### src/design/smf_pkg.sv
// ----------------------------------------------------------------------------
// smf_pkg: shared types and constants of the sliding median filter
// Holds the controller states, the control group that the controller sends
// to the rank cells, and the fixed layout of the window size register.
// ----------------------------------------------------------------------------
package smf_pkg;

	localparam int CFG_BITS = 4;
	localparam logic [CFG_BITS-1:0] CFG_RESET = 4'd5;

	typedef enum logic [1:0] {
		ST_IDLE,
		ST_RANK,
		ST_EMIT,
		ST_FLUSH
	} state_t;

	typedef struct packed {
		logic shift;
		logic clear;
		logic load;
		logic step;
	} ctl_t;

endpackage

### src/design/sliding_median_filter.sv
// ----------------------------------------------------------------------------
// sliding_median_filter: one-dimensional median filter over signed samples
// A row of MAX_WINDOW rank cells holds the window; each result is ranked by
// passing every sample once around the ring of cells.
// ----------------------------------------------------------------------------
// For each result the ring is loaded, every cell then compares its sample
// against each travelling copy in MAX_WINDOW ring steps, and the median
// moves into the output register once that register is free. After the
// last sample of a stream the filter flushes the trailing positions one by
// one and ranks a result for each position that yields one. The window
// size register is read from the next sample on; zero acts as one, and
// values above MAX_WINDOW act as MAX_WINDOW.
// ----------------------------------------------------------------------------
module sliding_median_filter #(
	parameter int MAX_WINDOW = 15,
	parameter int SAMPLE_BITS = 16
) (
	input  logic                               clk,
	input  logic                               arst_n,
	input  logic                               cfg_valid,
	output logic                               cfg_ready,
	input  logic [smf_pkg::CFG_BITS-1:0]       win_len,
	input  logic                               in_valid,
	output logic                               in_stall,
	input  logic signed [SAMPLE_BITS-1:0]      sample,
	input  logic                               end_of_stream,
	output logic                               out_valid,
	input  logic                               out_stall,
	output logic signed [SAMPLE_BITS-1:0]      median,
	output logic                               final_result
);

	localparam int IW = $clog2(MAX_WINDOW + 1);
	localparam int CW = (IW > smf_pkg::CFG_BITS) ? IW : smf_pkg::CFG_BITS;

	smf_pkg::state_t state_q, state_nxt;
	smf_pkg::ctl_t   ctl;

	logic [smf_pkg::CFG_BITS-1:0] win_size_q;
	logic [CW-1:0]                raw_ext;
	logic [IW-1:0]                w_eff, w_half, delay;
	logic [IW-1:0]                seen_q, rem_q, rc_q;
	logic                         eos_q;
	logic                         emit_now;
	logic                         out_ld;
	logic                         last_emit;
	logic                         early_end;
	logic signed [SAMPLE_BITS-1:0] shift_val;
	logic signed [SAMPLE_BITS-1:0] sel_val;
	logic signed [SAMPLE_BITS-1:0] median_q;
	logic                          final_q;
	logic                          out_valid_q;

	logic signed [SAMPLE_BITS-1:0] win_a  [MAX_WINDOW];
	logic signed [SAMPLE_BITS-1:0] p_a    [MAX_WINDOW];
	logic        [IW-1:0]          pidx_a [MAX_WINDOW];
	logic        [IW-1:0]          rank_a [MAX_WINDOW];
	logic        [MAX_WINDOW-1:0]  match;

	assign raw_ext = CW'(win_size_q);
	always_comb begin
		if (win_size_q == '0) begin
			w_eff = IW'(1);
		end else if (raw_ext > CW'(MAX_WINDOW)) begin
			w_eff = IW'(MAX_WINDOW);
		end else begin
			w_eff = IW'(raw_ext);
		end
	end
	assign w_half = w_eff >> 1;
	assign delay  = w_eff - IW'(1) - w_half;

	always_ff @(posedge clk or negedge arst_n) begin
		if (!arst_n) begin
			win_size_q <= smf_pkg::CFG_RESET;
		end else if (cfg_valid && cfg_ready) begin
			win_size_q <= win_len;
		end
	end

	genvar gi;
	generate
		for (gi = 0; gi < MAX_WINDOW; gi++) begin : g_cell
			localparam int LEFT = (gi == 0) ? MAX_WINDOW - 1 : gi - 1;
			logic signed [SAMPLE_BITS-1:0] left_win;

			if (gi == 0) begin : g_head
				assign left_win = shift_val;
			end else begin : g_body
				assign left_win = win_a[gi-1];
			end

			smf_cell #(
				.IDX(gi),
				.IW(IW),
				.SW(SAMPLE_BITS)
			) u_cell (
				.clk(clk),
				.arst_n(arst_n),
				.ctl(ctl),
				.w_eff(w_eff),
				.left_win(left_win),
				.left_p(p_a[LEFT]),
				.left_pidx(pidx_a[LEFT]),
				.win(win_a[gi]),
				.p(p_a[gi]),
				.pidx(pidx_a[gi]),
				.rank(rank_a[gi])
			);

			assign match[gi] = (IW'(gi) < w_eff) && (rank_a[gi] == w_half);
		end
	endgenerate

	always_comb begin
		sel_val = '0;
		for (int i = 0; i < MAX_WINDOW; i++) begin
			if (match[i]) begin
				sel_val = sel_val | win_a[i];
			end
		end
	end

	assign emit_now  = (seen_q >= delay);
	assign out_ld    = (state_q == smf_pkg::ST_EMIT) && (!out_valid_q || !out_stall);
	assign last_emit = eos_q && (rem_q == '0);
	assign early_end = (state_q == smf_pkg::ST_FLUSH) && !emit_now && (rem_q == IW'(1));

	always_comb begin
		state_nxt = state_q;
		unique case (state_q)
			smf_pkg::ST_IDLE: begin
				if (in_valid) begin
					if (emit_now) begin
						state_nxt = smf_pkg::ST_RANK;
					end else if (end_of_stream) begin
						state_nxt = smf_pkg::ST_FLUSH;
					end
				end
			end
			smf_pkg::ST_RANK: begin
				if (rc_q == IW'(MAX_WINDOW)) begin
					state_nxt = smf_pkg::ST_EMIT;
				end
			end
			smf_pkg::ST_EMIT: begin
				if (out_ld) begin
					state_nxt = (eos_q && rem_q != '0) ?
						smf_pkg::ST_FLUSH : smf_pkg::ST_IDLE;
				end
			end
			smf_pkg::ST_FLUSH: begin
				if (emit_now) begin
					state_nxt = smf_pkg::ST_RANK;
				end else if (rem_q == IW'(1)) begin
					state_nxt = smf_pkg::ST_IDLE;
				end
			end
			default: state_nxt = smf_pkg::ST_IDLE;
		endcase
	end

	always_comb begin
		in_stall   = (state_q != smf_pkg::ST_IDLE);
		cfg_ready  = (state_q == smf_pkg::ST_IDLE);
		shift_val  = (state_q == smf_pkg::ST_FLUSH) ? '0 : sample;
		ctl.shift  = ((state_q == smf_pkg::ST_IDLE) && in_valid) ||
			(state_q == smf_pkg::ST_FLUSH);
		ctl.load   = (state_q == smf_pkg::ST_RANK) && (rc_q == '0);
		ctl.step   = (state_q == smf_pkg::ST_RANK) && (rc_q != '0);
		ctl.clear  = (out_ld && last_emit) || early_end;
	end

	always_ff @(posedge clk or negedge arst_n) begin
		if (!arst_n) begin
			state_q <= smf_pkg::ST_IDLE;
			seen_q  <= '0;
			rem_q   <= '0;
			rc_q    <= '0;
			eos_q   <= 1'b0;
		end else begin
			state_q <= state_nxt;
			if (ctl.clear) begin
				seen_q <= '0;
			end else if (ctl.shift) begin
				seen_q <= (seen_q == IW'(MAX_WINDOW)) ? seen_q : seen_q + 1'b1;
			end
			if (state_q == smf_pkg::ST_IDLE && in_valid) begin
				eos_q <= end_of_stream;
				rem_q <= delay;
			end else if (state_q == smf_pkg::ST_FLUSH) begin
				rem_q <= rem_q - 1'b1;
			end
			rc_q <= (state_q == smf_pkg::ST_RANK) ? rc_q + 1'b1 : '0;
		end
	end

	always_ff @(posedge clk or negedge arst_n) begin
		if (!arst_n) begin
			out_valid_q <= 1'b0;
		end else if (out_ld) begin
			out_valid_q <= 1'b1;
		end else if (!out_stall) begin
			out_valid_q <= 1'b0;
		end
	end

	always_ff @(posedge clk) begin
		if (out_ld) begin
			median_q <= sel_val;
			final_q  <= last_emit;
		end
	end

	assign out_valid    = out_valid_q;
	assign median       = median_q;
	assign final_result = final_q;

	a_one_median: assert property (@(posedge clk) disable iff (!arst_n)
		(state_q == smf_pkg::ST_EMIT) |-> $onehot(match))
		else $error("median selection is not unique");

	a_seen_range: assert property (@(posedge clk) disable iff (!arst_n)
		seen_q <= IW'(MAX_WINDOW))
		else $error("sample count out of range");

	a_flush_left: assert property (@(posedge clk) disable iff (!arst_n)
		(state_q == smf_pkg::ST_FLUSH) |-> (rem_q != '0))
		else $error("flush step with no positions left");

	a_end_clears: assert property (@(posedge clk) disable iff (!arst_n)
		(out_ld && last_emit) |=> (seen_q == '0) && (state_q == smf_pkg::ST_IDLE))
		else $error("stream end did not clear the window");

endmodule

### src/design/smf_cell.sv
// ----------------------------------------------------------------------------
// smf_cell: one rank cell of the median filter
// Holds one window sample, which shifts to the next cell when a sample
// enters. For ranking, a copy of every sample travels once around a ring of
// cells; each cell counts how many window samples order below its own.
// ----------------------------------------------------------------------------
module smf_cell #(
	parameter int IDX = 0,
	parameter int IW = 4,
	parameter int SW = 16
) (
	input  logic                 clk,
	input  logic                 arst_n,
	input  smf_pkg::ctl_t        ctl,
	input  logic        [IW-1:0] w_eff,
	input  logic signed [SW-1:0] left_win,
	input  logic signed [SW-1:0] left_p,
	input  logic        [IW-1:0] left_pidx,
	output logic signed [SW-1:0] win,
	output logic signed [SW-1:0] p,
	output logic        [IW-1:0] pidx,
	output logic        [IW-1:0] rank
);

	logic signed [SW-1:0] win_q;
	logic signed [SW-1:0] p_q;
	logic        [IW-1:0] pidx_q;
	logic        [IW-1:0] cnt_q;
	logic                 below;

	always_ff @(posedge clk or negedge arst_n) begin
		if (!arst_n) begin
			win_q <= '0;
		end else if (ctl.clear) begin
			win_q <= '0;
		end else if (ctl.shift) begin
			win_q <= left_win;
		end
	end

	assign below = (pidx_q < w_eff) &&
		((p_q < win_q) || ((p_q == win_q) && (pidx_q < IW'(IDX))));

	always_ff @(posedge clk) begin
		if (ctl.load) begin
			p_q    <= win_q;
			pidx_q <= IW'(IDX);
			cnt_q  <= '0;
		end else if (ctl.step) begin
			p_q    <= left_p;
			pidx_q <= left_pidx;
			if (below) begin
				cnt_q <= cnt_q + 1'b1;
			end
		end
	end

	assign win  = win_q;
	assign p    = p_q;
	assign pidx = pidx_q;
	assign rank = cnt_q;

endmodule

### config.mk
export PLATFORM = sky130hd
export DESIGN_NAME = sliding_median_filter
export DESIGN_NICKNAME = d
export VERILOG_FILES = /design/src/design/smf_pkg.sv /design/src/design/sliding_median_filter.sv /design/src/design/smf_cell.sv
export SDC_FILE = /design/constraint.sdc
export NUM_CORES = 2
export LEC_CHECK = 0
export CORE_ASPECT_RATIO = 1.1
export CORE_MARGIN = 10
export CORE_UTILIZATION = 60
export CTS_CLUSTER_DIAMETER = 200
export DETAILED_ROUTE_END_ITERATION = 7
export DONT_BUFFER_PORTS = 1
export HOLD_SLACK_MARGIN = 0.02
export PLACE_DENSITY_LB_ADDON = 0.25
export RECOVER_POWER = 25
export SLEW_MARGIN = 15
export SYNTH_ARGS = -nofsm -noshare
export SYNTH_HDL_FRONTEND = slang
export SYNTH_HIERARCHICAL = 1
export SYNTH_SLANG_ARGS = --single-unit
### constraint.sdc
create_clock -name clk -period 6.39 [get_ports clk]
set_input_delay 1.917 -clock clk [delete_from_list [all_inputs] [get_ports clk]]
set_output_delay 1.917 -clock clk [all_outputs]
set_load 0.02 [all_outputs]
Word-level counts from Yosys, hierarchy flattened

Index checks and enable logic that the tools add are counted.

Register bits: 637
Latch bits: 0
Bits in writable memories: 0
ROM bits: 0
Bits of input ports: 26
Output and inout port bits: 20
Logic and storage cells: 406
Memories kept: 0

Add/subtract/negate cells: 20
Multiply operators: 0
Divide/modulo/power cells: 0
Order comparisons: 62
Eq/ne operators: 43
Shift operators: 0
Multiplexer cells: 95
Bitwise gates (word level): 14
Reduce and logical (&&, ||, !) cells: 103

Operators by type and width:

| cell                                                | number |
|---|---|
| 2-to-1 mux 16 bit                                   | 76 |
| equality test 16 bit                                | 15 |
| < comparator 16 bit                                 | 15 |
| OR 16 bit                                           | 14 |
| adder 4 x 1 -> 4 bit (second input constant)        | 17 |
| equality test 4 x 3 -> 1 bit                        | 15 |
| < comparator 4 bit                                  | 15 |
| logical AND 1 bit                                   | 55 |
| 2-to-1 mux 4 bit                                    | 8 |
| AND reduction 2 bit                                 | 16 |
| < comparator 4 bit (first input constant)           | 7 |
| < comparator 4 bit (second input constant)          | 7 |
| logical OR 1 bit                                    | 18 |
| < comparator 3 x 4 -> 1 bit (first input constant)  | 4 |
| < comparator 4 x 3 -> 1 bit (second input constant) | 4 |
| 2-to-1 mux 2 bit                                    | 8 |
| logical NOT 4 bit                                   | 3 |
| equality test 4 bit (second input constant)         | 2 |
| < comparator 1 x 4 -> 1 bit (first input constant)  | 2 |
| < comparator 2 x 4 -> 1 bit (first input constant)  | 2 |
| < comparator 4 x 1 -> 1 bit (second input constant) | 2 |
| < comparator 4 x 2 -> 1 bit (second input constant) | 2 |
| case mux 2 bit (4 select lines)                     | 1 |
| nonzero test 2 bit                                  | 4 |
| other kinds (16)                                    | 25 |

Depth between registers and ports, before layout

Word-level depth: 34
Mapped depth: 18
Mapped depth without buffers: 15

Modules after synthesis

Netlist, hierarchy kept.

Modules (own cells, without submodules):

| module                        | times used | cells an instance | area each (µm²) | seq. area each (µm²) |
|---|---|---|---|---|
| sliding_median_filter         | 1          | 545               | 4509.3          | 1013.5 |
| smf_cell at g_cell[11].u_cell | 1          | 195               | 2254.7          | 1041.0 |
| smf_cell at g_cell[9].u_cell  | 1          | 195               | 2252.2          | 1041.0 |
| smf_cell at g_cell[0].u_cell  | 1          | 203               | 2244.7          | 1041.0 |
| smf_cell at g_cell[14].u_cell | 1          | 196               | 2224.6          | 1041.0 |
| smf_cell at g_cell[12].u_cell | 1          | 197               | 2215.9          | 1041.0 |
| smf_cell at g_cell[4].u_cell  | 1          | 198               | 2208.4          | 1041.0 |
| smf_cell at g_cell[6].u_cell  | 1          | 193               | 2173.3          | 1041.0 |
| smf_cell at g_cell[10].u_cell | 1          | 191               | 2169.6          | 1041.0 |
| smf_cell at g_cell[3].u_cell  | 1          | 195               | 2168.3          | 1041.0 |
| smf_cell at g_cell[1].u_cell  | 1          | 195               | 2167.1          | 1041.0 |
| smf_cell at g_cell[13].u_cell | 1          | 190               | 2159.6          | 1041.0 |
| smf_cell at g_cell[2].u_cell  | 1          | 192               | 2154.6          | 1041.0 |
| smf_cell at g_cell[8].u_cell  | 1          | 189               | 2150.8          | 1041.0 |
| +2 rows                       | -          | -                 | -               | - |

Least setup slack after synthesis

No wires, ideal clock.

Kind: register to register
Start point: register win_size_q, in the netlist raw_ext[2]
End point: register g_cell[0].u_cell.win_q[0]
Library setup time: 0.132 ns
Arrival: 4.741 ns
Required time: 6.258 ns
Setup slack: 1.517 ns
Stages on the path, launching flop included: 18
Path buffers: 4
Period minus slack after synthesis: 4.873 ns
Cell sequence: dfstp_2 buf_4 inv_1 ha_1 buf_2 nor3b_2 nor2_1 mux2i_1 ha_1 a21oi_1 xnor2_1 ha_1 nand2_1 o21ai_0 o31ai_1 buf_1 clkbuf_1 nor2_1

RTL lines:

| what                   | RTL line                    | source |
|---|---|---|
| start, declared        | sliding_median_filter.sv:39 | `logic [smf_pkg::CFG_BITS-1:0] win_size_q;` |
| start signal, assigned | sliding_median_filter.sv:75 | `win_size_q <= smf_pkg::CFG_RESET;` |
| start signal, assigned | sliding_median_filter.sv:77 | `win_size_q <= win_len;` |
| end signal, assigned   | smf_cell.sv:37              | `win_q <= left_win;` |
| end, declared          | smf_cell.sv:25              | `logic signed [SW-1:0] win_q;` |

==> run summary <==
Setup crit start kind: flip-flop
Vias: 28000
Clock Latency Late Sink: 0.63 ns
die area: 72600 µm²
Synth Register Bits: 637
initial antenna violation count: 5
Layout Utilization: 65.8%
RePlAce Congestion: 1.02
Nets: 3741
worst min path class: reg2reg
Routed WL: 118000 µm
CP dominant cell by count: ha_1
setup violators final: 0
Slew HR: -55.6%
Syn Nets: 3790
max cap viols: 2
pin count of the biggest net entering global routing: 261
DR vias/cell: 6.53
YS warnings: 6
worst-path cell chain: inv_1 > ha_1 > or3b_4 > nand2_8 > inv_2 > xnor2_1 > ha_1 > a21oi_1 > o21ai_0 > o31ai_4 > buf_4 > buf_12 > nor2_1
layout cell share with drive strength beyond 1: 13.4%
area of the mapped netlist: 37300 µm²
Core ar.: 61300 µm²
DR WL/cell: 27.5 µm
Setup TNS Final: 0 ns
# IOs: 46
Post-CTS Setup Inserts: 0
gr ovfl total: 0
hold_buf cts: 0
Post-synth top flop: dfrtp_1
H-tree depth: 3
final hold violation count: 0
Layout area overhead: 8.14%
fin crit share: 81.9%
family with the most delay on the worst path: buffers and inverters
CP max-delay cell: dfstp_2
worst slew pin tran: 2.33 ns
Root Driver: clkbuf_16
worst stage delay on the critical path: 0.95 ns
# rows: 95
Num CTS Buffers: 70
most used routing layer: met2
failing checks: design-rule violations, max-capacitance violations, max-slew violations
Clock Path Buffers: 3
top-count cell post-synth: nor2_1
Mapped Cells: 3449
design area: 40300 µm²
DRC Markers: 4
shortest period the worst path allows: 5.23 ns
Clock Sinks: 637
f_max: 191 MHz
Clock Pin Slew Worst Setup and Hold Paths: 0.06 ns
Area contributors post-synth: edfxtp_1 (21%), dfrtp_1 (17%), ha_1 (11%)
peak fanout along the critical path: 126
EDFF count, synth: 257
largest area contributor in the netlist: edfxtp_1
met1 Usage GRT: 39.8%
Die X: 258 µm
worst ir drop on vdd: 0.301 mV
Power Density: 559 nW/µm²
# port buffers: 0
unrepaired setup endpoints after global routing: false
gr usage total: 32.1%
area of placed instances: 38100 µm²
worst hold stages: 1
first-pass GRT wire length: 176000 µm
Syn Area/Cell: 10.8 µm²
synth unique cells: 115
Leak Pwr: 17.0 nW
die height: 282 µm
area share of the leading cell type in the synthesized netlist: 20.7%
CTS tree: built
met2 Use GR: 50.4%
crit end category: flip-flop
Pre-Repair DR Iteration Count: 8
post-synthesis sequential area ratio: 44.6%
Max Slew Vio Count: 41
worst reg2reg path depth: 13
DP HPWL: 87100 µm
async set-or-reset flop fraction in the synthesized netlist: 40.8%
vias in the first global route: 27500
Buf+Inv Stages, Crit Path: 4
drt initial violations: 3197
cell count along the critical path: 13
Clock Skews: 0.0226 ns
Detail Route Antenna Nets: 0
Post-CTS Resized: 0
CP Class: reg2reg
starting density of the core: 60.8%
Critical Path RT: 6.86 ns
status: complete, but fails checks
arrival time at the worst endpoint: 5.70 ns
GR Util met3: 8.03%
top cells by count, synth: nor2_1 (370), inv_1 (322), ha_1 (315)
==> cells by family after synthesis <==
| family | Yosys count | synth area share [%] |
|---|---|---|
| XOR/XNOR | 37 | 0.869 |
| multiplexers | 562 | 16.1 |
| adder cells (fa/ha/maj) | 315 | 10.6 |
| buffers and inverters | 477 | 4.98 |
| AND/OR/NAND/NOR | 932 | 13.1 |
| AO/OA/AOI/OAI | 489 | 9.85 |
| flip-flops | 637 | 44.6 |
==> routing by layer <==
layer	share of wire (%)	wire, µm
met1	39	45500
met2	45	53600
met3	9.8	11600
met4	6.2	7330
met5	0.023	27
==> final timing paths <==
check,from,endpoint,slack [ns]
min reg2reg,g_cell[4].u_cell/pidx[0],g_cell[5].u_cell/pidx[0],0.48
min,g_cell[4].u_cell/pidx[0],g_cell[5].u_cell/pidx[0],0.48
min in group asynchronous,arst_n,g_cell[0].u_cell/win[7],0.99
max,raw_ext[2],g_cell[8].u_cell/win[11],1.16
max reg2reg,raw_ext[2],g_cell[8].u_cell/win[11],1.16
max in group asynchronous,arst_n,g_cell[8].u_cell/win[15],4.68
==> placed cells by master, fill, tap and decap left out, types with 32 or more instances in the layout <==
cell       count
nor2_1       370
inv_1        322
ha_1         315
mux2i_1      295
dfrtp_1      257
edfxtp_1     257
mux2_2       218
nand2_1      121
dfxtp_1      120
a21oi_1      114
nor2b_1       89
clkbuf_16     71
nand2b_1      56
nand4_1       55
o21ai_0       49
a22oi_1       47
a21o_1        46
nand3_1       44
mux2_1        41
a211o_1       32
==> through the flow <==
step                setup WS (ns)  hold WS (ns)  total power [mW]  std cells
floorplan                    1.52         0.449              14.5       3449
detailed placement           1.37         0.473              18.2       4152
finish                       1.16         0.480              22.5       4285
global route                0.973         0.503              23.7       4282
global placement             1.56         0.461              17.7       4152
CTS                          1.37         0.480              22.3       4282
==> state kept, by name, summed over array words and instances (netlist names) <==
register	count
g_cell.u_cell/p	240
g_cell.u_cell/win	240
g_cell.u_cell/pidx	60
g_cell.u_cell/rank	60
median	16
raw_ext	4
rc_q	4
rem_q	4
seen_q	4
state_q	2
eos_q	1
final_result	1
out_valid	1
==> cell type report <==
cell class	instances	area [µm²]
Fill cell	4682	21000
Multi-Input combinational cell	2335	18900
Timing Repair Buffer	33	360
Clock inverter	27	245
Antenna cell	3	7.51
Clock buffer	103	1980
Sequential cell	637	16600
Inverter	323	1210
Tap cell	824	1030
==> power breakdown <==
group / switching (mW) / internal, mW
Combinational: 5.75 / 4.14
Sequential: 2.45 / 6.20
Clock: 1.74 / 2.25
Total: 9.94 / 12.6
(Power assumes the default switching activity.)
